==> config.mk <==
export PLATFORM = sky130hd
export DESIGN_NAME = rpr_ctrl
export DESIGN_NICKNAME = d
export VERILOG_FILES = /design/src/design/rpr_pkg.sv /design/src/design/rpr_ctrl.sv
export SDC_FILE = /design/constraint.sdc
export NUM_CORES = 1
export LEC_CHECK = 0
export ABC_AREA = 1
export BUFFER_PORTS_ARGS = -buffer_cell sky130_fd_sc_hd__buf_2
export CAP_MARGIN = 30
export CORE_AREA = 10 10 47 49
export CTS_CLUSTER_DIAMETER = 80
export DETAILED_ROUTE_END_ITERATION = 8
export DIE_AREA = 0 0 57 59
export PLACE_DENSITY_LB_ADDON = 0.12
export SLEW_MARGIN = 20
export SYNTH_ARGS = -nofsm -noshare
export SYNTH_HDL_FRONTEND = slang
export SYNTH_SLANG_ARGS = --single-unit
==> constraint.sdc <==
create_clock -name i_clk -period 1.8 [get_ports i_clk]
set_clock_uncertainty 0.2 [all_clocks]
set_input_delay 0.18 -clock i_clk [delete_from_list [all_inputs] [get_ports i_clk]]
set_output_delay 0.18 -clock i_clk [all_outputs]
set_load 0.005 [all_outputs]
==> src/design/rpr_pkg.sv <==
package rpr_pkg;

    localparam int unsigned MAX_WAYPOINTS_DEF = 64;
    localparam int unsigned DIST_W  = 20;
    localparam int unsigned ALT_W   = 17;
    localparam int unsigned CNT_W   = 12;
    localparam int unsigned OP_W    = 2;
    localparam logic [CNT_W-1:0] SAMPLE_COUNT_RST = 12'd200;

    // divider operand widths
    localparam int unsigned DVD_W = 52;
    localparam int unsigned DVS_W = 34;

    localparam logic [OP_W-1:0] OP_CLEAR  = 2'd0;
    localparam logic [OP_W-1:0] OP_APPEND = 2'd1;
    localparam logic [OP_W-1:0] OP_QUERY  = 2'd2;

    typedef enum logic [4:0] {
        S_IDLE, S_RDLAST, S_TARGET, S_DIV0, S_DIV0W, S_SDIST,
        S_RDSEG, S_BMUL, S_CMP, S_RDA, S_AMUL, S_DECIDE,
        S_NUM, S_MULN, S_FIX, S_DIV1, S_DIV1W, S_FIN, S_DONE
    } t_state;

    typedef enum logic [4:0] {
        CMD_NONE, CMD_IN, CMD_RDLAST, CMD_TARGET, CMD_DIV0, CMD_SDIST,
        CMD_RDSEG, CMD_BMUL, CMD_CMP, CMD_RDA, CMD_AMUL, CMD_DECIDE,
        CMD_NUM, CMD_MULN, CMD_FIX, CMD_DIV1, CMD_FIN, CMD_LOAD
    } t_cmd_code;

    typedef struct packed {
        t_cmd_code code;
    } t_cmd;

    typedef struct packed {
        logic [OP_W-1:0] op;
        logic            cnt_lt2;
        logic            div_done;
        logic            found;
        logic            seg_last;
        logic            a_eq_b;
        logic            out_free;
    } t_sts;

endpackage

==> src/design/rpr_ctrl.sv <==
module rpr_ctrl (
    input  logic          i_clk,
    input  logic          i_rst_n,
    input  logic          i_in_valid,
    output logic          o_in_stall,
    input  rpr_pkg::t_sts i_sts,
    output rpr_pkg::t_cmd o_cmd
);
    import rpr_pkg::*;

    t_state r_state, n_state;

    always_ff @(posedge i_clk) begin
        if (!i_rst_n) begin
            r_state <= S_IDLE;
        end else begin
            r_state <= n_state;
        end
    end

    // next state and command
    always_comb begin
        n_state    = r_state;
        o_cmd.code = CMD_NONE;
        o_in_stall = 1'b1;
        case (r_state)
            S_IDLE: begin
                o_in_stall = 1'b0;
                if (i_in_valid) begin
                    o_cmd.code = CMD_IN;
                    if (i_sts.op == OP_QUERY) begin
                        n_state = i_sts.cnt_lt2 ? S_DONE : S_RDLAST;
                    end
                end
            end
            S_RDLAST: begin
                o_cmd.code = CMD_RDLAST;
                n_state = S_TARGET;
            end
            S_TARGET: begin
                o_cmd.code = CMD_TARGET;
                n_state = S_DIV0;
            end
            S_DIV0: begin
                o_cmd.code = CMD_DIV0;
                n_state = S_DIV0W;
            end
            S_DIV0W: begin
                if (i_sts.div_done) begin
                    n_state = S_SDIST;
                end
            end
            S_SDIST: begin
                o_cmd.code = CMD_SDIST;
                n_state = S_RDSEG;
            end
            S_RDSEG: begin
                o_cmd.code = CMD_RDSEG;
                n_state = S_BMUL;
            end
            S_BMUL: begin
                o_cmd.code = CMD_BMUL;
                n_state = S_CMP;
            end
            S_CMP: begin
                o_cmd.code = CMD_CMP;
                if (i_sts.found) begin
                    n_state = S_RDA;
                end else if (i_sts.seg_last) begin
                    n_state = S_DONE;
                end else begin
                    n_state = S_RDSEG;
                end
            end
            S_RDA: begin
                o_cmd.code = CMD_RDA;
                n_state = S_AMUL;
            end
            S_AMUL: begin
                o_cmd.code = CMD_AMUL;
                n_state = S_DECIDE;
            end
            S_DECIDE: begin
                o_cmd.code = CMD_DECIDE;
                n_state = i_sts.a_eq_b ? S_DONE : S_NUM;
            end
            S_NUM: begin
                o_cmd.code = CMD_NUM;
                n_state = S_MULN;
            end
            S_MULN: begin
                o_cmd.code = CMD_MULN;
                n_state = S_FIX;
            end
            S_FIX: begin
                o_cmd.code = CMD_FIX;
                n_state = S_DIV1;
            end
            S_DIV1: begin
                o_cmd.code = CMD_DIV1;
                n_state = S_DIV1W;
            end
            S_DIV1W: begin
                if (i_sts.div_done) begin
                    n_state = S_FIN;
                end
            end
            S_FIN: begin
                o_cmd.code = CMD_FIN;
                n_state = S_DONE;
            end
            S_DONE: begin
                if (i_sts.out_free) begin
                    o_cmd.code = CMD_LOAD;
                    n_state = S_IDLE;
                end
            end
            default: begin
                n_state = S_IDLE;
            end
        endcase
    end

endmodule

### Word-level counts from Yosys, hierarchy flattened

Index checks and enable logic that the tools add are counted.

* register bits: 5
* logic and storage cells: 41
* output and inout port bits: 6
* input bits: 11

* mux-type cells: 14
* equality and inequality tests: 24
* reduce and logical (&&, ||, !) cells: 2

Operator list (number)
* case mux 5 bit (19 select lines): 1
* case mux 5 bit (17 select lines): 1
* two-way mux 5 bit: 10
* equality test 5 x 4 -> 1 bit, second input constant: 8
* equality test 5 x 3 -> 1 bit, second input constant: 4
* equality test 5 bit, second input constant: 3
* equality test 5 x 2 -> 1 bit, second input constant: 2
* != test 2 bit, second input constant: 5
* equality test 5 x 1 -> 1 bit, second input constant: 1
* zero test 5 bit: 1
* AND reduction 5 bit: 1
* equality test 2 bit, second input constant: 1
* two-way mux 1 bit: 2

### Depth between registers and ports, before layout

Gate-level depths: netlist of the first run.

* depth in word-level cells: 4
* mapped depth: 9
* gate-level depth less buffers: 8

### Least setup slack after synthesis of the first run

No wires, ideal clock.

* path type: reg2out
* start: register r_state[4]
* end: output o_cmd[1] in the netlist's numbering
* required time: 1.420 ns
* setup slack: 0.391 ns
* buffers on the path: 2
* stages on the path, launching flop included: 8
* arrival: 1.029 ns
* path through: dfxtp_1 > buf_4 > inv_2 > buf_6 > nand2_1 > inv_1 > o21ai_0 > o2111ai_1

RTL lines
* start, declared: RTL line rpr_ctrl.sv:11 `t_state r_state, n_state;`
* start signal, assigned: RTL line rpr_ctrl.sv:17 `r_state <= n_state;`
* end, declared: RTL line rpr_ctrl.sv:7 `output rpr_pkg::t_cmd o_cmd`

==> flow_summary.toml, run 1 <==
[pwr]
finalPower_mw = 1.10
ir_drop_v = 0.000919
p_per_area_mw_per_mm2 = 1460
leakage_nw = 0.400

[global_routing]
overflow = 0
antenna_found_initial = 0
grt_pass1_wl_um = 2990
first_global_vias = 738
grt_max_degree = 13
grt_usage = 0.105

[cells_and_area]
fin_area_um2 = 753
regArea_um2 = 111
reg.largest.list = "r_state (5)"
top_register = "r_state"
multi_input_area_um2 = 438
areaGrowthSynthToFinish_pct = 31.4
fillers = 162
largest_reg_flops = 5
layout-drive-gt1-share = 0.333
fin_cells = 142
final_net_count = 138
antenna_cells = 0

[logic_synthesis]
async_reset_ff_frac = 0
ys_ff_latch = 5
ys_warn_count = 0
syn_area_per_cell_um2 = 5.41
synth_edf_count = 0
synth_area_leaders = "nand2_1 18%, dfxtp_1 17%, nand3_1 11%"
synth.top_cell.area_share = 0.183
syn-num-nets = 117
synthCells = 106
synth_most_common_cell = "nand2_1"
ys_top_cells_by_count = "28 x nand2_1, 13 x inv_1, 13 x nand3_1, 13 x nor2_1"
synthFlopType = "dfxtp_1"
yosysSeqAreaShare = 0.175
ys_types = 18
synthesis.area_um2 = 573
synth_top_cell_by_area = "nand2_1"

[floorplanning]
core_area_mm2 = 0.00140
initial_utilization = 0.409
rows = 14
dieHeight_um = 59
dieArea_mm2 = 0.00336
ios = 17
die_x_um = 57

[clocking]
cts_tree = "yes"
cts-buffers-inserted = 3
clk_latency_ps = 240
clock-sinks = 5
clk_root_buffer_cell = "clkbuf_4"
htreeDepth = 1
clockBufferDepth = 2
clk_pin_slew_ps = 40

[routing]
drtAntennaViolNets = 0
dr_wl_met2_um = 927
routed_wl_um = 1830
vias = 766
dr.max_layer_used = "met4"
first_iter_violations = 30
wl_met1_um = 689
viasPerCell = 5.39
drc = 0
wl_per_cell_um = 12.9
met3_length_um = 180
dr.pass1.iters = 4

[placement]
hpwl_um = 1440
place_area_um2 = 662
place_inst = 137
pre_cts_slack_ps = 194
io_buffers = 16
place_congestion = 0.977

[timing]
period_share = 0.966
setup_viol = 0
hold_viol = 0
tightest_slew_ps = 243
slew-limit-headroom = 0.838
maxSlewViolCount = 0
finalWorstSetupSlack_ps = 60.6
rsz0062_at_grt = "yes"
fin_crit_ps = 1740
fmax_mhz = 575
setup-tns-final_ps = 0

[setup_path]
critPathSlowestCell = "dfxtp_4"
rr_worst_depth = 8
r2r_end = "r_state[1]"
start_kind = "flop"
worstReg2RegStart = "r_state[3]"
critPathArrivalTime_ps = 1360
crit_top_cell = "nand2_1"
critical_path_class = "flop to primary output"
crit_end = "o_cmd[0]"
cp_slowest_stage_delay_ps = 360
worstPathCellList = "buf_4, nor3_4, nand2_1, nand2_1, nor2_1, o2111ai_1, buf_2"
critical_path.max_fanout = 6
reg2reg_setup_slack_ps = 280
critPathCaptureType = "primary output"
cp-startpoint = "r_state[1]"
required_ps = 1420

[hold_path]
hp-class = "input port to flop"
hp-start = "i_rst_n"

[job]
drv_cap = 0

[outcome]
status = "finished, final reports clean"
[metrics by stage]
stage | hold slack, ps | util
final | 12.8 | 0.538
after global routing | 40.2 | 0.538
after CTS | 12.4 | 0.512
after detailed placement | 265 | 0.472
after global placement | 264 | 0.472
after floorplan | 150 | -
[critical path: cells and delay by family (launching register included)]
kind / cells / cell delay (ps)
flops: 1 / 360
simple gates: 4 / 420
buf+inv: 2 / 280
compound gates: 1 / 60
[placed cells by master (no fill, tap or decap), types with 3 or more instances in the layout]
cell,count
a21oi_1,7
buf_2,16
clkbuf_4,3
dfxtp_2,3
inv_1,12
inv_2,3
nand2_1,27
nand3_1,13
nor2_1,11
nor2_2,4
nor2_4,6
o21ai_0,3
o21ai_1,3
[how the worst min path moves through the flow]
| stage | endpoint | slack [ps] | cells past startpoint |
|---|---|---|---|
| after detailed placement | r_state[0] | 270 | 3 |
| after floorplan | r_state[2] | 150 | 3 |
| final | r_state[0] | 10 | 3 |
| after global placement | r_state[2] | 260 | 4 |
| after CTS | r_state[0] | 10 | 3 |
| after global routing | r_state[0] | 40 | 3 |
[layer usage]
metal  vias to the layer above  GRT usage
li1                        386          -
met1                       332      0.110
met2                        44      0.191
met3                         4     0.0236
met4                         0     0.0570
met5                         -          0
[area by class of cell]
type,instances,area share
multi-input cells,83,0.581
flip-flops and latches,5,0.148
repair buffers,18,0.126
well taps,16,0.0266
clock buffers,4,0.0349
inverters,16,0.0831
[cell families after synthesis]
| kind of cell | after synthesis | share of synthesized area |
|---|---|---|
| simple gates | 65 | 0.509 |
| flops | 5 | 0.175 |
| buf+inv | 18 | 0.138 |
| compound gates | 18 | 0.179 |
[what timing repair did]
item,CTS,global route
hold buffers,0,0
endpoints found under the hold margin,0,0
pin swaps,0,3
resized for setup,9,11
cloned,0,0
buffers inserted,0,1
endpoints found under the setup margin,3,3
[power by group]
group	internal, mW	total (mW)	switching [mW]
logic	0.283	0.735	0.452
clock network	0.0838	0.130	0.0460
registers	0.161	0.232	0.0709
total	0.528	1.10	0.569
Note: power is estimated with default switching activity, not from simulation.
==> run 2, diff against run 1 <==
ABC_AREA = 0   (was 1)
RECOVER_POWER = 25   (was default)
==> run 2 against run 1 <==
Against the previous run:
- cell count shrank 17%
- combinational power shrank 60%
- routed wire length shrank 13%
- largest power group unchanged
- final area shrank 2.2%
- global-route usage shrank 0.95 points
- die area is the same
- area after synthesis shrank 0.44%
==> flow_summary.toml, run 2 <==
[outcome]
status = "finished, final reports clean"

[logic_synthesis]
synthSimpleGateAreaFrac = 0.382
synth_edf_count = 0
ys_ff_latch = 5
synth_compound_area_frac = 0.285
yosysSeqAreaShare = 0.175
synth_most_common_cell = "nor2_1"
synth_top_cell_by_area = "dfxtp_1"
synthesis.area_um2 = 571
syn_area_per_cell_um2 = 6.96
synth_top_family_by_area = "simple AND/OR/NAND/NOR gates"
synthAdderAreaFrac = 0
synth_xor_area_frac = 0.0307
ys_types = 36
synth_area_leaders = "dfxtp_1 18%, nor2_1 7.2%, a22o_1 4.6%"
synthCells = 82
ys_warn_count = 0
synthFlopType = "dfxtp_1"
ys_top_cells_by_count = "11 x nor2_1, 6 x nand2_1, 5 x a21oi_1, 5 x buf_2, 5 x dfxtp_1"
syn-num-nets = 93
synth.top_cell.area_share = 0.175
async_reset_ff_frac = 0
synth_mux_area_frac = 0.0175

[placement]
place_inst = 113
hpwl_um = 1280
io_buffers = 16
pre_cts_slack_ps = 170
place_congestion = 0.809

[timing]
slew-limit-headroom = 0.783
hold_viol = 0
tightest_slew_ps = 323
maxSlewViolCount = 0
fin_crit_ps = 1690
setup-tns-final_ps = 0
finalWorstSetupSlack_ps = 110
period_share = 0.939
fmax_mhz = 592
setup_viol = 0

[hold_path]
hp-class = "input port to flop"

[cells_and_area]
reg.largest.list = "r_state (5)"
antenna_cells = 0
top_register = "r_state"
layout_common_cells = "16 x buf_2, 10 x nor2_1, 8 x buf_4"
fillers = 146
areaGrowthSynthToFinish_pct = 29.2
fin_cells = 118
largest_reg_flops = 5
layout_commonest_cell = "buf_2"
final_net_count = 114
layout-drive-gt1-share = 0.343

[pwr]
pwr-share-comb = 0.519
pwr-share-seq = 0.256
leakage_nw = 0.329
switchingPower_uw = 210
clockPowerShare = 0.225
p_sw_frac = 0.368
p_int_uw = 360
p_per_area_mw_per_mm2 = 774
ir_drop_v = 0.000385

[setup_path]
critical_path_class = "flop to primary output"
cp_slowest_stage_delay_ps = 430
path_buf_inv = 2
worstPathCellList = "buf_6, nor2_4, nand2_1, xor2_1, nor2_1, buf_2"
required_ps = 1420
critPathSlowestCell = "dfxtp_1"
critical_path.max_fanout = 15
critPathArrivalTime_ps = 1310
crit_family = "flip-flops"
critPathCaptureType = "primary output"
start_kind = "flop"

[clocking]
cts_tree = "yes"
cts-buffers-inserted = 3
htreeDepth = 1
clockBufferDepth = 2
clk_latency_ps = 240
clk_root_buffer_cell = "clkbuf_4"
clock-sinks = 5
clk_pin_slew_ps = 40
cts_setup_buffers = 0

[routing]
viasPerCell = 5.58
drc = 0
drtAntennaViolNets = 0
dr.pass1.iters = 4
wl_per_cell_um = 13.5
first_iter_violations = 11
vias = 658
routed_wl_um = 1590

[floorplanning]
dieHeight_um = 59
ios = 17
core_area_mm2 = 0.00140
die_x_um = 57
rows = 14
dieArea_mm2 = 0.00336
initial_utilization = 0.407

[global_routing]
grt_pass1_wl_um = 2620
grt_usage = 0.0956
first_global_vias = 600
grt_max_degree = 16
overflow = 0
antenna_found_initial = 0

[job]
drv_cap = 0
## run 2: cell count changes after synthesis, moves of 3 or more
cell	before	now
nand2_1	28	6
nand3_1	13	2
inv_1	13	3
nor2_2	7	0
buf_2	0	5
clkbuf_1	0	4
a22o_1	0	3
inv_2	3	0
nor2b_1	0	3
## run 2: path summary, 6_finish.rpt
check,start,endpoint,slack [ps],depth (start not counted)
max,r_state[3],o_cmd[1],110,6
min,i_sts[0],r_state[1],30,3
max reg2reg,r_state[3],r_state[4],140,4
min reg2reg,r_state[0],r_state[0],450,2
## run 2: cells by family after synthesis
group           after synthesis
simple gates                 39
flops                         5
buf+inv                      13
compound gates               22
xor+xnor                      2
mux                           1
## run 2: per-stage QoR
stage / utilization / hold slack [ps] / power (mW) / cell area, um^2
after CTS: 0.511 / 1.74 / 0.575 / 716
after global placement: 0.490 / 249 / 0.443 / 687
final: 0.526 / 30.6 / 0.570 / 737
after floorplan: - / 97.5 / 0.343 / 571
after detailed placement: 0.490 / 252 / 0.441 / 687
after global routing: 0.526 / 39.6 / 0.624 / 737
## run 2: per-layer routing
metal / global-route usage / vias to the layer above / routed length [um]
met5: 0 / - / 0
met4: 0.0705 / 0 / 34
met3: 0.0215 / 4 / 81
met2: 0.147 / 19 / 734
li1: - / 336 / -
met1: 0.113 / 299 / 740
## run 2: worst min-delay path: cells and delay by family
family | cells | cell delay [ps]
AND/OR/NAND/NOR | 1 | 100
buffers and inverters | 1 | 80
AO/OA/AOI/OAI | 1 | 60
## run 2: repair_timing
action	CTS	global route
hold buffers	0	1
resized for setup	1	4
endpoints found under the hold margin	0	1
cloned	0	0
setup endpoints to repair	1	4
## run 2: power by group through the flow
stage	registers (mW)	logic (mW)	clock network, mW
global route	0.149	0.328	0.147
finish	0.146	0.296	0.128
global placement	0.147	0.296	0
detailed placement	0.146	0.295	0
floorplan	0.128	0.215	0
CTS	0.144	0.296	0.134
## run 2: final cells by class
type / instances / area [um^2] / area share
inverter: 3 / 11.3 / 0.0153
clock buffer: 4 / 26.3 / 0.0357
tap: 16 / 20.0 / 0.0272
multi-input combinational: 64 / 415 / 0.564
timing repair buffer: 26 / 161 / 0.219
sequential: 5 / 103 / 0.139
==> run 3, diff against run 2 <==
CORE_AREA = 2 2 39 41   (was 10 10 47 49)
DIE_AREA = 0 0 41 43   (was 0 0 57 59)
PLACE_DENSITY_LB_ADDON = 0.25   (was 0.12)
==> run 3 against run 2 <==
Against the previous run:
- sequential share of layout area increased by 0.83 points
- die area down 48%
- power is 1.5% lower
- critical path type unchanged
- highest routed layer unchanged
==> flow_summary.toml, run 3 (same netlist as run 2, synthesis figures left out) <==
[floorplanning]
rows = 14
core_area_mm2 = 0.00138
die_x_um = 41
dieHeight_um = 43
ios = 17
initial_utilization = 0.412
dieArea_mm2 = 0.00176

[clocking]
cts-buffers-inserted = 3
clk_root_buffer_cell = "clkbuf_4"
cts_tree = "yes"
cts_setup_buffers = 0
clk_pin_slew_ps = 50
clockBufferDepth = 2
htreeDepth = 1
clock-sinks = 5
clk_latency_ps = 250

[timing]
period_share = 0.932
fmax_mhz = 596
slew-limit-headroom = 0.714
rsz0062_at_grt = "no"
setup_viol = 0
hold_viol = 0
hold_ws_ps = 72.3
finalWorstSetupSlack_ps = 123
tightest_slew_ps = 425
setup-tns-final_ps = 0
fin_crit_ps = 1680
maxSlewViolCount = 0

[global_routing]
first_global_vias = 578
grt_max_degree = 15
grt_usage = 0.194
antenna_found_initial = 0
grt_pass1_wl_um = 2290
overflow = 0

[routing]
vias = 650
first_iter_violations = 15
drc = 0
viasPerCell = 5.60
wl_per_cell_um = 12.5
dr.pass1.iters = 4
drtAntennaViolNets = 0
routed_wl_um = 1450

[placement]
place_congestion = 0.763
pre_cts_slack_ps = 146
hpwl_um = 1050
io_buffers = 16
place_inst = 110

[job]
drv_cap = 0

[setup_path]
rr_worst_depth = 4
cp-startpoint = "r_state[1]"
crit_end = "o_cmd[4]"
critical_path_class = "flop to primary output"
critical_path.max_fanout = 10
start_kind = "flop"
reg2reg_setup_slack_ps = 150
r2r_end = "r_state[4]"
critPathArrivalTime_ps = 1300
required_ps = 1420
critPathCaptureType = "primary output"
worstReg2RegStart = "r_state[3]"

[cells_and_area]
layout_commonest_cell = "buf_2"
largest_reg_flops = 5
fillers = 151
fin_cells = 116
top_register = "r_state"
layout_common_cells = "16 x buf_2, 10 x nor2_1, 6 x nand2_1"
final_net_count = 112
reg.largest.list = "r_state (5)"
areaGrowthSynthToFinish_pct = 27.9
antenna_cells = 0
layout-drive-gt1-share = 0.340

[pwr]
finalPower_uw = 562
leakage_nw = 0.318
p_per_area_mw_per_mm2 = 770
ir_drop_v = 0.000500

[outcome]
status = "finished, final reports clean"

[hold_path]
hp-class = "input port to flop"
run 3: cell types whose count changed in the layout (fill, tap and decap cells not counted):
cell,change
buf_4,-3
dfxtp_4,+1
dlygate4sd3_1,+1
dfxtp_1,-2
dfxtp_2,+1
run 3: layout make-up:
type,instances,area [um^2],share of cell area
clock buffer,4,26.3,0.0360
inverter,3,11.3,0.0154
multi-input combinational,64,415,0.569
sequential,5,108,0.148
tap,16,20.0,0.0274
timing repair buffer,24,149,0.204
run 3: how the worst min path moves through the flow:
stage	endpoint	cells past startpoint	slack (ps)	start
5_1_grt	r_state[0]	3	70	i_sts[5]
6_report	r_state[0]	3	70	i_sts[5]
3_5_place_dp	r_state[2]	2	250	i_rst_n
2_1_floorplan	r_state[2]	1	100	i_rst_n
4_1_cts	r_state[0]	3	60	i_sts[5]
3_3_place_gp	r_state[2]	2	250	i_rst_n
run 3: repair_timing:
action | in CTS | in global routing
gates cloned | 0 | 0
hold buffers | 2 | 0
hold endpoints to repair | 2 | 0
endpoints found under the setup margin | 2 | 4
resized for setup | 2 | 6
run 3: report_power, final:
group	leakage [nW]	switching (mW)	total [mW]	internal [mW]
clock	0.0150	0.0514	0.136	0.0842
combinational	0.261	0.138	0.276	0.138
sequential	0.0428	0.0230	0.151	0.128
total	0.318	0.212	0.562	0.349
run 3: worst max-delay path, cell delays in order, from the launching register on:
cell and delay, ps:
dfxtp_4 390, buf_4 180, nand2_1 100, mux2i_1 120, and3_1 160, buf_2 100
run 3: per-stage QoR:
step | instance area (um^2) | utilization
4_1_cts | 714 | 0.516
5_1_grt | 729 | 0.527
2_1_floorplan | 571 | -
3_5_place_dp | 664 | 0.480
6_report | 729 | 0.527
3_3_place_gp | 664 | 0.480
run 3: routing by layer:
| layer | vias up | part of all wire | GRT usage |
|---|---|---|---|
| li1 | 331 | - | - |
| met1 | 299 | 0.47 | 0.240 |
| met2 | 18 | 0.48 | 0.297 |
| met3 | 2 | 0.032 | 0.0314 |
| met4 | 0 | 0.013 | 0.120 |
| met5 | - | 0 | 0 |
